--- src/rtl/sscp_pkg.sv ---
// ----------------------------------------------------------------------------
// sscp_pkg
// Shared constants, codes and types of the serial setting command parser.
// ----------------------------------------------------------------------------
package sscp_pkg;

   // line buffer geometry
   localparam int unsigned LINE_LIMIT_DEFAULT = 511;
   localparam int unsigned HEAD_DEPTH         = 11;
   localparam int unsigned NAME_DEPTH         = 10;

   // characters of the command language
   localparam logic [7:0] CHAR_CR     = 8'h0D;
   localparam logic [7:0] CHAR_QUERY  = 8'h3F;  // '?'
   localparam logic [7:0] CHAR_CHAN   = 8'h61;  // 'a'
   localparam logic [7:0] CHAR_NAME   = 8'h62;  // 'b'
   localparam logic [7:0] CHAR_PERIOD = 8'h72;  // 'r'
   localparam logic [7:0] CHAR_COMMIT = 8'h77;  // 'w'
   localparam logic [7:0] DIGIT_ZERO  = 8'd48;
   localparam logic [7:0] DIGIT_NINE  = 8'd57;

   // command kinds as reported on the result channel
   localparam logic [2:0] KIND_UNKNOWN = 3'd0;
   localparam logic [2:0] KIND_QUERY   = 3'd1;
   localparam logic [2:0] KIND_CHAN    = 3'd2;
   localparam logic [2:0] KIND_NAME    = 3'd3;
   localparam logic [2:0] KIND_PERIOD  = 3'd4;
   localparam logic [2:0] KIND_COMMIT  = 3'd5;

   // settings after reset
   localparam logic [7:0]  CHANNEL_RESET = 8'h19;
   localparam logic [31:0] PERIOD_RESET  = 32'd20;

   typedef logic [HEAD_DEPTH-1:0][7:0] head_type;

   typedef struct packed {
      logic [7:0]                 channel;
      logic [31:0]                period;
      logic [3:0]                 name_len;
      logic [NAME_DEPTH-1:0][7:0] name_bytes;
   } settings_type;

   localparam settings_type SETTINGS_RESET = '{
      channel:    CHANNEL_RESET,
      period:     PERIOD_RESET,
      name_len:   4'd0,
      name_bytes: '0
   };

   typedef struct packed {
      logic [2:0]   command_kind;
      settings_type settings;
   } rsp_payload_type;

endpackage

--- src/rtl/sscp_if.sv ---
// ----------------------------------------------------------------------------
// sscp channel interfaces
// Valid/ready channels for received bytes and for settings reports.
// ----------------------------------------------------------------------------
interface sscp_req_if;
   logic       valid;
   logic       ready;
   logic [7:0] rx_byte;

   modport source (output valid, output rx_byte, input ready);
   modport sink   (input valid, input rx_byte, output ready);
endinterface

interface sscp_rsp_if;
   logic        valid;
   logic        ready;
   logic [2:0]  command_kind;
   logic [7:0]  channel_value;
   logic [31:0] period_value;
   logic [3:0]  name_length;
   logic [63:0] name_bytes_low;
   logic [15:0] name_bytes_high;

   modport source (output valid, output command_kind, output channel_value,
                   output period_value, output name_length, output name_bytes_low,
                   output name_bytes_high, input ready);
   modport sink   (input valid, input command_kind, input channel_value,
                   input period_value, input name_length, input name_bytes_low,
                   input name_bytes_high, output ready);
endinterface

--- src/rtl/sscp_decode.sv ---
// ----------------------------------------------------------------------------
// sscp_decode
// Decodes a finished line and works out the settings that follow from it.
// ----------------------------------------------------------------------------
module sscp_decode #(
   parameter int unsigned POS_W = $clog2(sscp_pkg::LINE_LIMIT_DEFAULT + 1)
) (
   input  sscp_pkg::head_type     line_head,
   input  logic [POS_W-1:0]       line_length,
   input  sscp_pkg::settings_type cur_settings,
   output logic [2:0]             command_kind,
   output sscp_pkg::settings_type next_settings
);
   import sscp_pkg::*;

   logic [31:0]                d1, d2, d3;
   logic [7:0]                 chan_value;
   logic [31:0]                period_three, period_two;
   logic                       third_is_digit;
   logic [3:0]                 name_len;
   logic [NAME_DEPTH-1:0][7:0] name_bytes;

   // digits wrap as unsigned 32-bit values
   assign d1 = {24'd0, line_head[1]} - {24'd0, DIGIT_ZERO};
   assign d2 = {24'd0, line_head[2]} - {24'd0, DIGIT_ZERO};
   assign d3 = {24'd0, line_head[3]} - {24'd0, DIGIT_ZERO};

   assign chan_value     = d1[7:0] * 8'd10 + d2[7:0];
   assign period_three   = d1 * 32'd100 + d2 * 32'd10 + d3;
   assign period_two     = d1 * 32'd10 + d2;
   assign third_is_digit = (line_head[3] >= DIGIT_ZERO) && (line_head[3] <= DIGIT_NINE);

   // take name bytes until the line ends, a CR shows up, or the name is full
   always_comb begin
      logic run;
      run        = 1'b1;
      name_len   = 4'd0;
      name_bytes = '0;
      for (int i = 0; i < NAME_DEPTH; i++) begin
         run = run && (POS_W'(i) < line_length) && (line_head[i+1] != CHAR_CR);
         if (run) begin
            name_bytes[i] = line_head[i+1];
            name_len      = 4'(i + 1);
         end
      end
   end

   always_comb begin
      next_settings = cur_settings;
      unique case (line_head[0])
         CHAR_QUERY: begin
            command_kind = KIND_QUERY;
         end
         CHAR_CHAN: begin
            command_kind          = KIND_CHAN;
            next_settings.channel = chan_value;
         end
         CHAR_NAME: begin
            command_kind             = KIND_NAME;
            next_settings.name_len   = name_len;
            next_settings.name_bytes = name_bytes;
         end
         CHAR_PERIOD: begin
            command_kind         = KIND_PERIOD;
            next_settings.period = third_is_digit ? period_three : period_two;
         end
         CHAR_COMMIT: begin
            command_kind = KIND_COMMIT;
         end
         default: begin
            command_kind = KIND_UNKNOWN;
         end
      endcase
   end

endmodule

--- src/rtl/serial_setting_command_parser_unit.sv ---
// ----------------------------------------------------------------------------
// serial_setting_command_parser_unit
// Collects received bytes into a line and decodes setting commands on CR.
// ----------------------------------------------------------------------------
// Report path: a CR beat's report is registered into main, or into skid
//   while main stalls. Throughput: one byte per cycle while skid is empty;
//   the line write and the decode are one registered pass, and a two-entry
//   output buffer keeps req open while one report waits to be taken.
// Reset: synchronous; clears the line head, write position and name, sets
//   channel to 25 and period to 20, and empties the output buffer.
// ----------------------------------------------------------------------------
module serial_setting_command_parser_unit #(
   parameter int unsigned LINE_LIMIT = sscp_pkg::LINE_LIMIT_DEFAULT
) (
   input logic        clock,
   input logic        reset,
   sscp_req_if.sink   req_bus,
   sscp_rsp_if.source rsp_bus
);
   import sscp_pkg::*;

   localparam int unsigned POS_W = $clog2(LINE_LIMIT + 1);

   // line state
   logic [POS_W-1:0] wpos_ff, wpos_in, wpos_step;
   head_type         head_ff, head_in, head_step;
   logic             below_limit;

   // settings state
   settings_type set_ff, set_in, set_dec;
   logic [2:0]   kind_dec;

   // output buffer: main register drives rsp, skid catches a report while main stalls
   rsp_payload_type main_ff, main_in, skid_ff, skid_in, new_rsp;
   logic            main_vld_ff, main_vld_in, skid_vld_ff, skid_vld_in;

   logic accept, is_cr, push, pop;

   assign req_bus.ready = !skid_vld_ff;
   assign accept        = req_bus.valid && req_bus.ready;
   assign is_cr         = (req_bus.rx_byte == CHAR_CR);
   assign push          = accept && is_cr;
   assign pop           = main_vld_ff && rsp_bus.ready;

   // --- line write ----------------------------------------------------------
   // Below the limit, store the byte, advance, and zero the next slot.
   // At the limit, drop the byte and wrap the position to zero.
   assign below_limit = (wpos_ff < POS_W'(LINE_LIMIT));
   assign wpos_step   = below_limit ? (wpos_ff + POS_W'(1)) : '0;

   always_comb begin
      for (int i = 0; i < HEAD_DEPTH; i++) begin
         head_step[i] = head_ff[i];
         if (below_limit && (wpos_ff == POS_W'(i))) begin
            head_step[i] = req_bus.rx_byte;
         end else if (below_limit && (wpos_step == POS_W'(i))) begin
            head_step[i] = 8'h00;
         end
      end
   end

   // --- decode the line as it stands after this beat's write ---------------
   sscp_decode #(
      .POS_W(POS_W)
   ) u_decode (
      .line_head     (head_step),
      .line_length   (wpos_step),
      .cur_settings  (set_ff),
      .command_kind  (kind_dec),
      .next_settings (set_dec)
   );

   // --- state update --------------------------------------------------------
   always_comb begin
      head_in = head_ff;
      wpos_in = wpos_ff;
      set_in  = set_ff;
      if (accept) begin
         head_in = head_step;
         wpos_in = is_cr ? '0 : wpos_step;
         if (is_cr) begin
            set_in = set_dec;
         end
      end
   end

   always_ff @(posedge clock) begin
      if (reset) begin
         head_ff <= '0;
         wpos_ff <= '0;
         set_ff  <= SETTINGS_RESET;
      end else begin
         head_ff <= head_in;
         wpos_ff <= wpos_in;
         set_ff  <= set_in;
      end
   end

   // --- output buffer -------------------------------------------------------
   assign new_rsp.command_kind = kind_dec;
   assign new_rsp.settings     = set_dec;

   always_comb begin
      main_in     = main_ff;
      skid_in     = skid_ff;
      main_vld_in = main_vld_ff;
      skid_vld_in = skid_vld_ff;
      if (skid_vld_ff) begin
         // req is held off; advance skid into main once main drains
         if (pop) begin
            main_in     = skid_ff;
            skid_vld_in = 1'b0;
         end
      end else if (push) begin
         if (main_vld_ff && !pop) begin
            skid_in     = new_rsp;
            skid_vld_in = 1'b1;
         end else begin
            main_in     = new_rsp;
            main_vld_in = 1'b1;
         end
      end else if (pop) begin
         main_vld_in = 1'b0;
      end
   end

   always_ff @(posedge clock) begin
      if (reset) begin
         main_vld_ff <= 1'b0;
         skid_vld_ff <= 1'b0;
      end else begin
         main_vld_ff <= main_vld_in;
         skid_vld_ff <= skid_vld_in;
      end
   end

   always_ff @(posedge clock) begin
      main_ff <= main_in;
      skid_ff <= skid_in;
   end

   // --- result channel ------------------------------------------------------
   assign rsp_bus.valid           = main_vld_ff;
   assign rsp_bus.command_kind    = main_ff.command_kind;
   assign rsp_bus.channel_value   = main_ff.settings.channel;
   assign rsp_bus.period_value    = main_ff.settings.period;
   assign rsp_bus.name_length     = main_ff.settings.name_len;
   assign rsp_bus.name_bytes_low  = main_ff.settings.name_bytes[7:0];
   assign rsp_bus.name_bytes_high = main_ff.settings.name_bytes[9:8];

endmodule

--- src/flat_wrapper.sv ---
// flat-port wrapper written by rule: the top's interface ports become plain ports
module serial_setting_command_parser_unit_flat import sscp_pkg::*;
#(
   parameter int unsigned LINE_LIMIT = sscp_pkg::LINE_LIMIT_DEFAULT
)
  (clock, reset, req_bus_valid, req_bus_rx_byte, req_bus_ready, rsp_bus_valid, rsp_bus_command_kind, rsp_bus_channel_value, rsp_bus_period_value, rsp_bus_name_length, rsp_bus_name_bytes_low, rsp_bus_name_bytes_high, rsp_bus_ready);
  sscp_req_if req_bus_i ();
  sscp_rsp_if rsp_bus_i ();
  input logic clock;
  input logic reset;
  input wire logic [$bits(req_bus_i.valid)-1:0] req_bus_valid;
  input wire logic [$bits(req_bus_i.rx_byte)-1:0] req_bus_rx_byte;
  output wire logic [$bits(req_bus_i.ready)-1:0] req_bus_ready;
  output wire logic [$bits(rsp_bus_i.valid)-1:0] rsp_bus_valid;
  output wire logic [$bits(rsp_bus_i.command_kind)-1:0] rsp_bus_command_kind;
  output wire logic [$bits(rsp_bus_i.channel_value)-1:0] rsp_bus_channel_value;
  output wire logic [$bits(rsp_bus_i.period_value)-1:0] rsp_bus_period_value;
  output wire logic [$bits(rsp_bus_i.name_length)-1:0] rsp_bus_name_length;
  output wire logic [$bits(rsp_bus_i.name_bytes_low)-1:0] rsp_bus_name_bytes_low;
  output wire logic [$bits(rsp_bus_i.name_bytes_high)-1:0] rsp_bus_name_bytes_high;
  input wire logic [$bits(rsp_bus_i.ready)-1:0] rsp_bus_ready;
  assign req_bus_i.valid = req_bus_valid;
  assign req_bus_i.rx_byte = req_bus_rx_byte;
  assign req_bus_ready = req_bus_i.ready;
  assign rsp_bus_valid = rsp_bus_i.valid;
  assign rsp_bus_command_kind = rsp_bus_i.command_kind;
  assign rsp_bus_channel_value = rsp_bus_i.channel_value;
  assign rsp_bus_period_value = rsp_bus_i.period_value;
  assign rsp_bus_name_length = rsp_bus_i.name_length;
  assign rsp_bus_name_bytes_low = rsp_bus_i.name_bytes_low;
  assign rsp_bus_name_bytes_high = rsp_bus_i.name_bytes_high;
  assign rsp_bus_i.ready = rsp_bus_ready;
  serial_setting_command_parser_unit #(.LINE_LIMIT(LINE_LIMIT)) u_core (.clock(clock), .reset(reset), .req_bus(req_bus_i), .rsp_bus(rsp_bus_i));
endmodule
--- config.mk ---
export PLATFORM = sky130hd
export DESIGN_NAME = serial_setting_command_parser_unit_flat
export DESIGN_NICKNAME = d
export VERILOG_FILES = /design/src/rtl/sscp_pkg.sv /design/src/rtl/sscp_if.sv /design/src/rtl/sscp_decode.sv /design/src/rtl/serial_setting_command_parser_unit.sv /design/src/flat_wrapper.sv
export SDC_FILE = /design/constraint.sdc
export NUM_CORES = 1
export LEC_CHECK = 0
export ABC_AREA = 1
export BUFFER_PORTS_ARGS = -buffer_cell sky130_fd_sc_hd__buf_2
export CORE_AREA = 2 2 266 268
export CTS_CLUSTER_SIZE = 10
export DETAILED_ROUTE_END_ITERATION = 8
export DIE_AREA = 0 0 268 270
export MAX_ROUTING_LAYER = met4
export RECOVER_POWER = 25
export SLEW_MARGIN = 20
export SYNTH_ARGS = -nofsm -noshare
export SYNTH_HDL_FRONTEND = slang
export SYNTH_SLANG_ARGS = --single-unit
--- constraint.sdc ---
create_clock -name clock -period 24.9 [get_ports clock]
set_clock_uncertainty 0.2 [all_clocks]
set_input_delay 1.245 -clock clock [delete_from_list [all_inputs] [get_ports clock]]
set_output_delay 1.245 -clock clock [all_outputs]
set_load 0.005 [all_outputs]
# [Word level (Yosys, flattened, before mapping)]
# Index checks and enable logic that the tools add are counted.
[word_totals] ff_bits=477 input_bits=12 out_inout_bits=129 word_cells=236
[classes] n_addsub=8 mul=4 order_cmp=13 n_eq_ne=39 n_mux=60 bitwise=1 reduce_logical=56
[op_table] operator="127-bit 2-to-1 mux" n=4
[op_table] operator="8-bit 2-to-1 mux" n=33
[op_table] operator="32-bit adder" n=3
[op_table] operator="84-bit 2-to-1 mux" n=1
[op_table] operator="8-bit by 4-bit != test with 1-bit output (second input constant)" n=10
[op_table] operator="9-bit by 3-bit equality test with 1-bit output (second input constant)" n=8
[op_table] operator="32-bit by 3-bit multiplier with 31-bit output (second input constant)" n=2
[op_table] operator="32-bit 2-to-1 mux" n=2
[op_table] operator="9-bit by 4-bit equality test with 1-bit output (second input constant)" n=6
[op_table] operator="1-bit logical AND" n=46
[op_table] operator="9-bit by 2-bit equality test with 1-bit output (second input constant)" n=4
[op_table] operator="3-bit by 9-bit less-than comparator with 1-bit output (first input constant)" n=4
[op_table] operator="8-bit by 7-bit equality test with 1-bit output (second input constant)" n=4
[op_table] operator="32-bit by 5-bit multiplier with 30-bit output (second input constant)" n=1
[op_table] operator="4-bit 2-to-1 mux" n=8
[op_table] operator="8-bit by 6-bit subtractor with 9-bit output (second input constant)" n=3
[op_table] operator="9-bit by 1-bit equality test with 1-bit output (second input constant)" n=2
[op_table] operator="9-bit logical NOT" n=2
[op_table] operator="1-bit by 9-bit less-than comparator with 1-bit output (first input constant)" n=2
[op_table] operator="2-bit by 9-bit less-than comparator with 1-bit output (first input constant)" n=2
[op_table] operator="4-bit by 9-bit less-than comparator with 1-bit output (first input constant)" n=2
[op_table] operator="9-bit 2-to-1 mux" n=2
[op_table] operator="3-bit one-hot mux with 5 select lines" n=1
[op_table] operator="9-bit by 1-bit adder with 9-bit output (second input constant)" n=1
[op_table] operator="other kinds (16)" n=28

# [Depth between registers and ports, before layout]
# Gate-level depths: netlist of run 1.
[logic_depth] depth_word=31 depth_mapped=45 ltp_nobuf=45

# [Hierarchy]
# From an unflattened synthesis of run 1, not the netlist that was laid out.
[unflattened] cells_unflattened=3853 area_unflattened_um2=28438.5
[modules_own_cells] mod="serial_setting_command_parser_unit" n_inst=1 cells_per_inst=2326 area_each_um2=19687.6 seq_area_each_um2=12091.6
[modules_own_cells] mod="sscp_decode" n_inst=1 cells_per_inst=1527 area_each_um2=8750.9 seq_area_each_um2=0.0

# [Least setup slack after synthesis of run 1]
# No wires, ideal clock.
[synth_path] kind="input -> register" from="in req_bus_rx_byte[0]" to="reg u_core.main_ff (netlist bit u_core.rsp_bus.channel_value[0]) (enable)" setup_time_ns=0.616 arrival_time_ns=8.040 t_required_ns=24.084 path_slack_ns=16.045 stages=11 n_path_buf=1 cell_sequence="inv_1 > nor4_1 > inv_1 > nor4_1 > inv_1 > nor2_1 > inv_1 > clkbuf_1 > o21ai_0 > inv_1 > nor2_1"
[synth_via] elab_chain_cells=4
[synth_lines] item="start: declaration" line="flat_wrapper.sv:12" rtl="input wire logic [$bits(req_bus_i.rx_byte)-1:0] req_bus_rx_byte;"
[synth_lines] item="8-bit by 4-bit equality test with 1-bit output" line="serial_setting_command_parser_unit.sv:41" rtl="assign is_cr = (req_bus.rx_byte == CHAR_CR);"
[synth_lines] item="1-bit logical AND" line="serial_setting_command_parser_unit.sv:42" rtl="assign push = accept && is_cr;"
[synth_lines] item="2-bit nonzero test (no source line)"
[synth_lines] item="3-bit AND reduction (no source line)"
[synth_lines] item="end signal: assignment" line="serial_setting_command_parser_unit.sv:138" rtl="main_ff <= main_in;"
[synth_lines] item="end: declaration" line="serial_setting_command_parser_unit.sv:34" rtl="rsp_payload_type main_ff, main_in, skid_ff, skid_in, new_rsp;"
# No other way between the ends.
# A chain may end at the register's enable or synchronous reset.

==> impl_metrics.env, run 1 <==
export IMPL_cp_arrival_ns=8.99
export IMPL_antenna_found_initial=1
export IMPL_holdPathStages=2
export IMPL_clock_sinks=477
export IMPL_drive_gt1_share_pct=6.586
export IMPL_startpoint="u_core.wpos_ff[0]"
export IMPL_hold_path_end="u_core.set_ff[116]"
export IMPL_grtUsageTotal_pct=22.16
export IMPL_setup_violations=0
export IMPL_hpwl_um=54970
export IMPL_final_max_slew_violation_count=228
export IMPL_clkTransAtPathRegs_ns=0.06
export IMPL_cts_tree="yes"
export IMPL_grt_pass1_wl_um=123500
export IMPL_first_iter_violations=1818
export IMPL_slew_headroom_pct=-195.4
export IMPL_switching_share_pct=42.72
export IMPL_synth_distinct_cells=54
export IMPL_postCtsSetupRepairBufs=0
export IMPL_dr_pass1_iters=5
export IMPL_critPathCaptureType="flop"
export IMPL_reg2reg_to="u_core.rsp_bus.period_value[28]"
export IMPL_fp_dieH_um=270
export IMPL_grt_overflow_total=0
export IMPL_cts_root_buf="clkbuf_16"
export IMPL_place_area_sq_um=29090
export IMPL_fin_setup_tns_ns=0
export IMPL_drc=0
export IMPL_tightestPinTransition_ns=4.431
export IMPL_num_vias=22960
export IMPL_required_ns=25.04
export IMPL_fin_crit_ns=8.845
export IMPL_cp_start_kind="flop"
export IMPL_r2r_cells=40
export IMPL_grt_pass1_vias=21780
export IMPL_clk_latency_ns=0.62
export IMPL_initial_utilization_pct=39.73
export IMPL_cts_max_level=2
export IMPL_violations="max-capacitance violations, max-slew violations"
export IMPL_p_switching_mw=1.379
export IMPL_synth_largest_area_cell="edfxtp_1"
export IMPL_seqPwrFrac_pct=25.9
export IMPL_yosysWarnings=0
export IMPL_globalplace_congestion=0.9152
export IMPL_finalNetCount=3756
export IMPL_cap_violations=3
export IMPL_vdd_drop_max_uv=142.7
export IMPL_hp_start="u_core.set_ff[116]"
export IMPL_numCtsBuffers=57
export IMPL_pwr_share_clk_pct=24.0
export IMPL_die_area_sq_um=72360
export IMPL_comb_power_share_pct=50.1
export IMPL_crit_fanout=26
export IMPL_p_leak_nw=14.38
export IMPL_antenna_left=0
export IMPL_yosysSeqAreaShare_pct=43.76
export IMPL_wire_per_inst_um=17.15
export IMPL_fill_cells=7057
export IMPL_p_int_mw=1.849
export IMPL_totalWireLength_um=78130
export IMPL_outcome="finished, violations left"
export IMPL_cts_buffer_depth=3
export IMPL_design_area_sq_um=30710
export IMPL_port_buffers=140
export IMPL_syn_instance_count=3495
export IMPL_synthToLayoutAreaGrowth_pct=11.13
export IMPL_via_per_inst=5.040
export IMPL_max_freq_ghz=0.1131
export IMPL_crit_top_cell="nand2_1"
export IMPL_synth_area_leaders="edfxtp_1 (28%), dfxtp_1 (16%), nand2_1 (8.9%)"
export IMPL_grt_setup_unrepaired="no"
export IMPL_power_density_nw_per_um2=105.1
export IMPL_synth_fp_nets=3681
export IMPL_finalPower_mw=3.228
export IMPL_max_stage_delay_ns=0.68
export IMPL_crit_path_top_delay_cell="fa_1"
export IMPL_fin_crit_sh_pct=35.52
export IMPL_grt_max_degree=99
export IMPL_avgSynthCellArea_sq_um=7.906
export IMPL_synth_top_area_share_pct=27.60
export IMPL_worstReg2RegStart="u_core.wpos_ff[0]"
export IMPL_criticalPathCategory="flop to flop"
export IMPL_synth_area_sq_um=27630
export IMPL_die_x_um=268
export IMPL_min_path_type="flop to flop"
export IMPL_finalHoldViolCount=0
export IMPL_ys_ff_latch=477
export IMPL_core_sq_um=69540
export IMPL_ios=141
export IMPL_cts_hold_buffers=0
export IMPL_reg2reg_slack_ns=16.05
export IMPL_row_count=97
export IMPL_post_cts_resized=0
-- worst max-delay path: cells and delay by family, from the launching register on --
| kind | cells | cell delay, ns |
|---|---|---|
| AO/OA/AOI/OAI | 10 | 1.76 |
| adder cells (fa/ha/maj) | 6 | 2.29 |
| buffers and inverters | 4 | 0.92 |
| flip-flops | 1 | 0.48 |
| AND/OR/NAND/NOR | 20 | 2.88 |
-- Yosys cell counts (all sizes together) --
library cell    n
a21oi         248
or2            10
inv           592
a221oi          2
a21boi          3
o211ai         44
a21o            2
buf            44
fa             42
xor2           37
or3             1
nor4           11
ha            132
o221ai          1
o31ai           1
o2111ai         1
nand3b          4
nand3         183
xnor2          25
edfxtp        254
and2            1
nand4          17
clkinv          4
a22oi          12
a2bb2oi         1
o21ai         416
o21bai         42
and3            1
nor3           15
a31oi          47
o311ai          1
clkbuf        100
nor2          305
o21a            5
dfxtp         223
nand2         668
-- worst max path at each step --
stage / end / slack, ns / depth (start not counted)
after global placement: u_core.rsp_bus.period_value[28] / 16.29 / 33
after global routing: u_core.rsp_bus.period_value[28] / 15.18 / 40
after detailed placement: u_core.rsp_bus.period_value[28] / 16.17 / 33
after floorplan: u_core.rsp_bus.channel_value[0] / 16.04 / 11
final: u_core.rsp_bus.period_value[28] / 16.05 / 40
after CTS: u_core.rsp_bus.period_value[28] / 16.14 / 40
-- layer usage --
layer / global-route usage (%) / wire (um) / vias to the layer above
met4: 6.704 / 2284 / 0
met2: 35.24 / 35860 / 548
met3: 2.279 / 4121 / 125
met5: - / 0 / -
met1: 29.78 / 35860 / 10660
li1: - / - / 11620
-- final cells by class --
class                   instances  area (sq um)  area share (%)
inverters                     596          2251           7.330
multi-input cells            2278         12710           41.40
clock inverters                 8         87.58          0.2852
well taps                     940          1176           3.830
flip-flops and latches        477         12090           39.37
repair buffers                160         758.2           2.469
clock buffers                  95          1629           5.305
diodes                          1         2.502        0.008149
-- power groups by stage --
stage / logic [mW] / clock network (mW) / registers, mW
floorplan: 1.21 / 0 / 0.851
global placement: 1.62 / 0 / 0.852
detailed placement: 1.61 / 0 / 0.852
CTS: 1.62 / 0.793 / 0.836
global route: 1.85 / 0.822 / 0.837
finish: 1.62 / 0.773 / 0.836
-- registers in the layout, summed over array words and instances (netlist names) --
name,flops
u_core.rsp_bus.name_bytes_high,16
u_core.skid_vld_ff,1
u_core.rsp_bus.valid,1
u_core.rsp_bus.name_length,4
u_core.head_ff,88
u_core.set_ff,124
u_core.skid_ff,127
u_core.rsp_bus.channel_value,8
u_core.wpos_ff,9
u_core.rsp_bus.command_kind,3
u_core.rsp_bus.name_bytes_low,64
u_core.rsp_bus.period_value,32
-- cell families after synthesis --
group                    Yosys count  share of synthesized area, %
buffers and inverters            740                         10.31
AND/OR/NAND/NOR                 1216                         18.61
AO/OA/AOI/OAI                    826                         16.33
flip-flops                       477                         43.76
XOR/XNOR                          62                         1.965
adder cells (fa/ha/maj)          174                         9.020
-- per-stage QoR --
step	setup slack (ns)	std cells	hold WS, ns	utilization, %
global route	15.18	4555	0.3098	44.16
detailed placement	16.17	4451	0.2567	41.83
finish	16.05	4555	0.2733	44.16
floorplan	16.04	3495	0.2410	-
CTS	16.14	4554	0.2726	44.30
global placement	16.29	4451	0.2517	41.83
-- cell usage in the layout (no fill, tap or decap), types with 100 or more instances in the layout --
| cell type | instances |
|---|---|
| edfxtp_1 | 254 |
| clkbuf_1 | 100 |
| nor2_1 | 287 |
| o21ai_0 | 276 |
| nand3_1 | 175 |
| ha_1 | 132 |
| a21oi_1 | 246 |
| nand2_1 | 657 |
| dfxtp_1 | 223 |
| o21ai_1 | 138 |
| inv_1 | 571 |
Note: power is estimated with default switching activity, not from simulation.
==> run 2, diff against run 1 <==
- ABC_AREA: 1 -> 0
- clock period: 24.9 -> 8.35 ns (I/O delays scaled with it)
==> run 2 against run 1 <==
  * The flow still finishes with violations (max-capacitance violations, max-slew violations)
  * Sequential power rose to 3.0 times the previous value
  * Combinational power rose to 3.5 times the previous value
  * Die area did not move
  * Clock power rose to 3.0 times the previous value
  * Maximum frequency rose by 10%
  * Register-to-register slack got worse by 16 ns
  * Global-route usage rose by 0.68 points
  * Synthesized cell count fell by 22%
  * Total power rose to 3.2 times the previous value
  * Critical path type unchanged
  * Critical endpoint unchanged
  * Largest cell class unchanged
==> impl_metrics.env, run 2 <==
export IMPL_outcome="finished, violations left"
export IMPL_violations="max-capacitance violations, max-slew violations"
export IMPL_largest_reg_flops=127
export IMPL_synth_most_common_cell="edfxtp_1"
export IMPL_cts_tree="yes"
export IMPL_via_per_inst=5.617
export IMPL_final_cell_mix="edfxtp_1 (254), nor2_1 (236), nand2_1 (234), dfxtp_1 (216), buf_4 (157)"
export IMPL_ios=141
export IMPL_clk_latency_ns=0.64
export IMPL_synthFlopType="edfxtp_1"
export IMPL_grt_pass1_vias=21710
export IMPL_yosysWarnings=0
export IMPL_synth_largest_area_cell="edfxtp_1"
export IMPL_p_int_mw=6.325
export IMPL_synth_common_cells="edfxtp_1 (254), nor2_1 (238), nand2_1 (236)"
export IMPL_cap_violations=5
export IMPL_holdPathStages=2
export IMPL_seqPwrFrac_pct=23.7
export IMPL_antenna_left=0
export IMPL_setup_violations=0
export IMPL_synth_top_area_share_pct=27.61
export IMPL_fin_cells=3933
export IMPL_max_stage_delay_ns=0.50
export IMPL_crit_top_cell="inv_1"
export IMPL_drive_gt1_share_pct=18.25
export IMPL_avgSynthCellArea_sq_um=10.07
export IMPL_synthToLayoutAreaGrowth_pct=15.61
export IMPL_final_core_util_pct=45.92
export IMPL_dp_cells=3815
export IMPL_min_path_type="primary input to flop"
export IMPL_tightestPinTransition_ns=3.535
export IMPL_criticalPathCategory="flop to flop"
export IMPL_critPathCaptureType="flop"
export IMPL_finalPower_mw=10.47
export IMPL_finalNetCount=3129
export IMPL_die_x_um=268
export IMPL_place_area_sq_um=30040
export IMPL_r2r_cells=38
export IMPL_die_area_sq_um=72360
export IMPL_pwr_share_clk_pct=22.0
export IMPL_antenna_found_initial=1
export IMPL_top_register="u_core.skid_ff"
export IMPL_switching_share_pct=39.61
export IMPL_row_count=97
export IMPL_numCtsBuffers=57
export IMPL_crit_fanout=7
export IMPL_worstReg2RegStart="u_core.wpos_ff[1]"
export IMPL_reg2reg_slack_ns=0.33
export IMPL_slew_headroom_pct=-135.6
export IMPL_hold_path_end="u_core.wpos_ff[2]"
export IMPL_crit_path_top_delay_cell="or4_4"
export IMPL_yosysSeqAreaShare_pct=43.77
export IMPL_p_leak_nw=12.63
export IMPL_core_sq_um=69540
export IMPL_reg2reg_to="u_core.rsp_bus.period_value[28]"
export IMPL_syn_instance_count=2743
export IMPL_synth_area_sq_um=27630
export IMPL_clock_sinks=477
export IMPL_fin_crit_sh_pct=96.07
export IMPL_num_vias=22090
export IMPL_globalplace_congestion=0.9284
export IMPL_finalHoldViolCount=0
export IMPL_fp_dieH_um=270
export IMPL_hpwl_um=58340
export IMPL_cp_start_kind="flop"
export IMPL_grt_max_degree=95
export IMPL_cts_root_buf="clkbuf_16"
export IMPL_ys_async_sr_fraction_pct=0
export IMPL_synth_distinct_cells=103
export IMPL_hp_start="reset"
export IMPL_wire_per_inst_um=20.68
export IMPL_first_iter_violations=1545
export IMPL_grtUsageTotal_pct=22.84
export IMPL_grt_pass1_wl_um=126600
export IMPL_vdd_drop_max_uv=326.0
export IMPL_synth_fp_nets=2929
export IMPL_final_max_slew_violation_count=290
export IMPL_synth_area_leaders="edfxtp_1 (28%), dfxtp_1 (16%), ha_1 (6.0%)"
export IMPL_cts_buffer_depth=3
export IMPL_power_density_nw_per_um2=328.0
export IMPL_clkTransAtPathRegs_ns=0.06
export IMPL_grt_overflow_total=0
export IMPL_totalWireLength_um=81330
export IMPL_initial_utilization_pct=39.72
export IMPL_design_area_sq_um=31940
export IMPL_comb_power_share_pct=54.2
export IMPL_synth_edf_count=254
export IMPL_drc=0
export IMPL_reg_top3="u_core.skid_ff: 127 flops, u_core.set_ff: 124 flops, u_core.head_ff: 88 flops"
export IMPL_cp_arrival_ns=8.17
export IMPL_port_buffers=140
export IMPL_ys_ff_latch=477
export IMPL_p_switching_mw=4.149
export IMPL_fin_crit_ns=8.022
export IMPL_fill_cells=6628
export IMPL_max_freq_ghz=0.1247
export IMPL_final_common_cell="edfxtp_1"
export IMPL_cts_max_level=2
export IMPL_dr_pass1_iters=6
export IMPL_required_ns=8.49
==> run 2: kinds of logic after synthesis <==
kind of cell / synth area share, %
buffers and inverters: 4.792
xor gates and xnor gates: 2.410
muxes: 6.377
adders and majority gates: 9.095
and+or+nand+nor: 14.36
AOI/OAI and AO/OA: 19.20
DFF: 43.77
==> run 2: layout make-up <==
type | count | area [sq um] | area share (%)
timing repair buffer | 305 | 1817 | 5.689
sequential | 477 | 12110 | 37.92
antenna | 1 | 2.502 | 0.007835
inverter | 154 | 580.6 | 1.818
multi-input combinational | 1948 | 14530 | 45.48
clock buffer | 98 | 1620 | 5.073
tap | 940 | 1176 | 3.683
clock inverter | 10 | 105.1 | 0.3291
==> run 2: stage by stage <==
stage / setup TNS [ns] / setup WS [ns] / hold WS [ns]
after floorplan: 0 / 0.008802 / 0.2322
after global placement: 0 / 0.03292 / 0.2411
after detailed placement: -0.7102 / -0.2023 / 0.2492
after CTS: 0 / 0.01948 / 0.05754
after global routing: -0.03382 / -0.02285 / 0.08867
final: 0 / 0.3280 / 0.07283
==> run 2: how the worst max path moves through the flow <==
stage | start | end | slack, ns | cells past startpoint
6_report | u_core.wpos_ff[1] | u_core.rsp_bus.period_value[28] | 0.33 | 38
5_1_grt | u_core.wpos_ff[1] | u_core.rsp_bus.period_value[18] | -0.02 | 40
4_1_cts | u_core.wpos_ff[0] | u_core.rsp_bus.period_value[23] | 0.02 | 34
3_5_place_dp | u_core.wpos_ff[0] | u_core.rsp_bus.period_value[27] | -0.20 | 34
3_3_place_gp | u_core.wpos_ff[0] | u_core.rsp_bus.period_value[27] | 0.03 | 31
2_1_floorplan | u_core.wpos_ff[0] | u_core.rsp_bus.period_value[23] | 0.009 | 36
==> run 2: layer usage <==
| metal | share of wire, % | track usage (%) |
|---|---|---|
| met4 | 2.8 | 6.763 |
| met1 | 48 | 32.17 |
| met2 | 44 | 34.31 |
| met5 | 0 | - |
| met3 | 5.2 | 2.845 |
==> run 2: power groups by stage <==
| stage | sequential [mW] | clock (mW) | combinational, mW |
|---|---|---|---|
| after global placement | 2.53 | 0 | 5.45 |
| final | 2.48 | 2.31 | 5.68 |
| after floorplan | 2.53 | 0 | 3.71 |
| after global routing | 2.48 | 2.46 | 6.29 |
| after detailed placement | 2.53 | 0 | 5.47 |
| after CTS | 2.48 | 2.36 | 5.52 |
==> run 2: worst max-delay path: cells and delay by family (launching register included) <==
family / cells / cell delay [ns]
AND/OR/NAND/NOR: 6 / 1.22
adder cells (fa/ha/maj): 7 / 2.16
flip-flops: 1 / 0.33
buffers and inverters: 10 / 1.07
AO/OA/AOI/OAI: 15 / 2.77
==> run 2: repair_timing <==
item,4_1_cts,5_1_grt
gates cloned,0,0
setup buffers,0,8
hold buffers,1,0
resized for setup,9,42
pin swaps,0,17
setup endpoints to repair,15,38
hold endpoints to repair,1,0
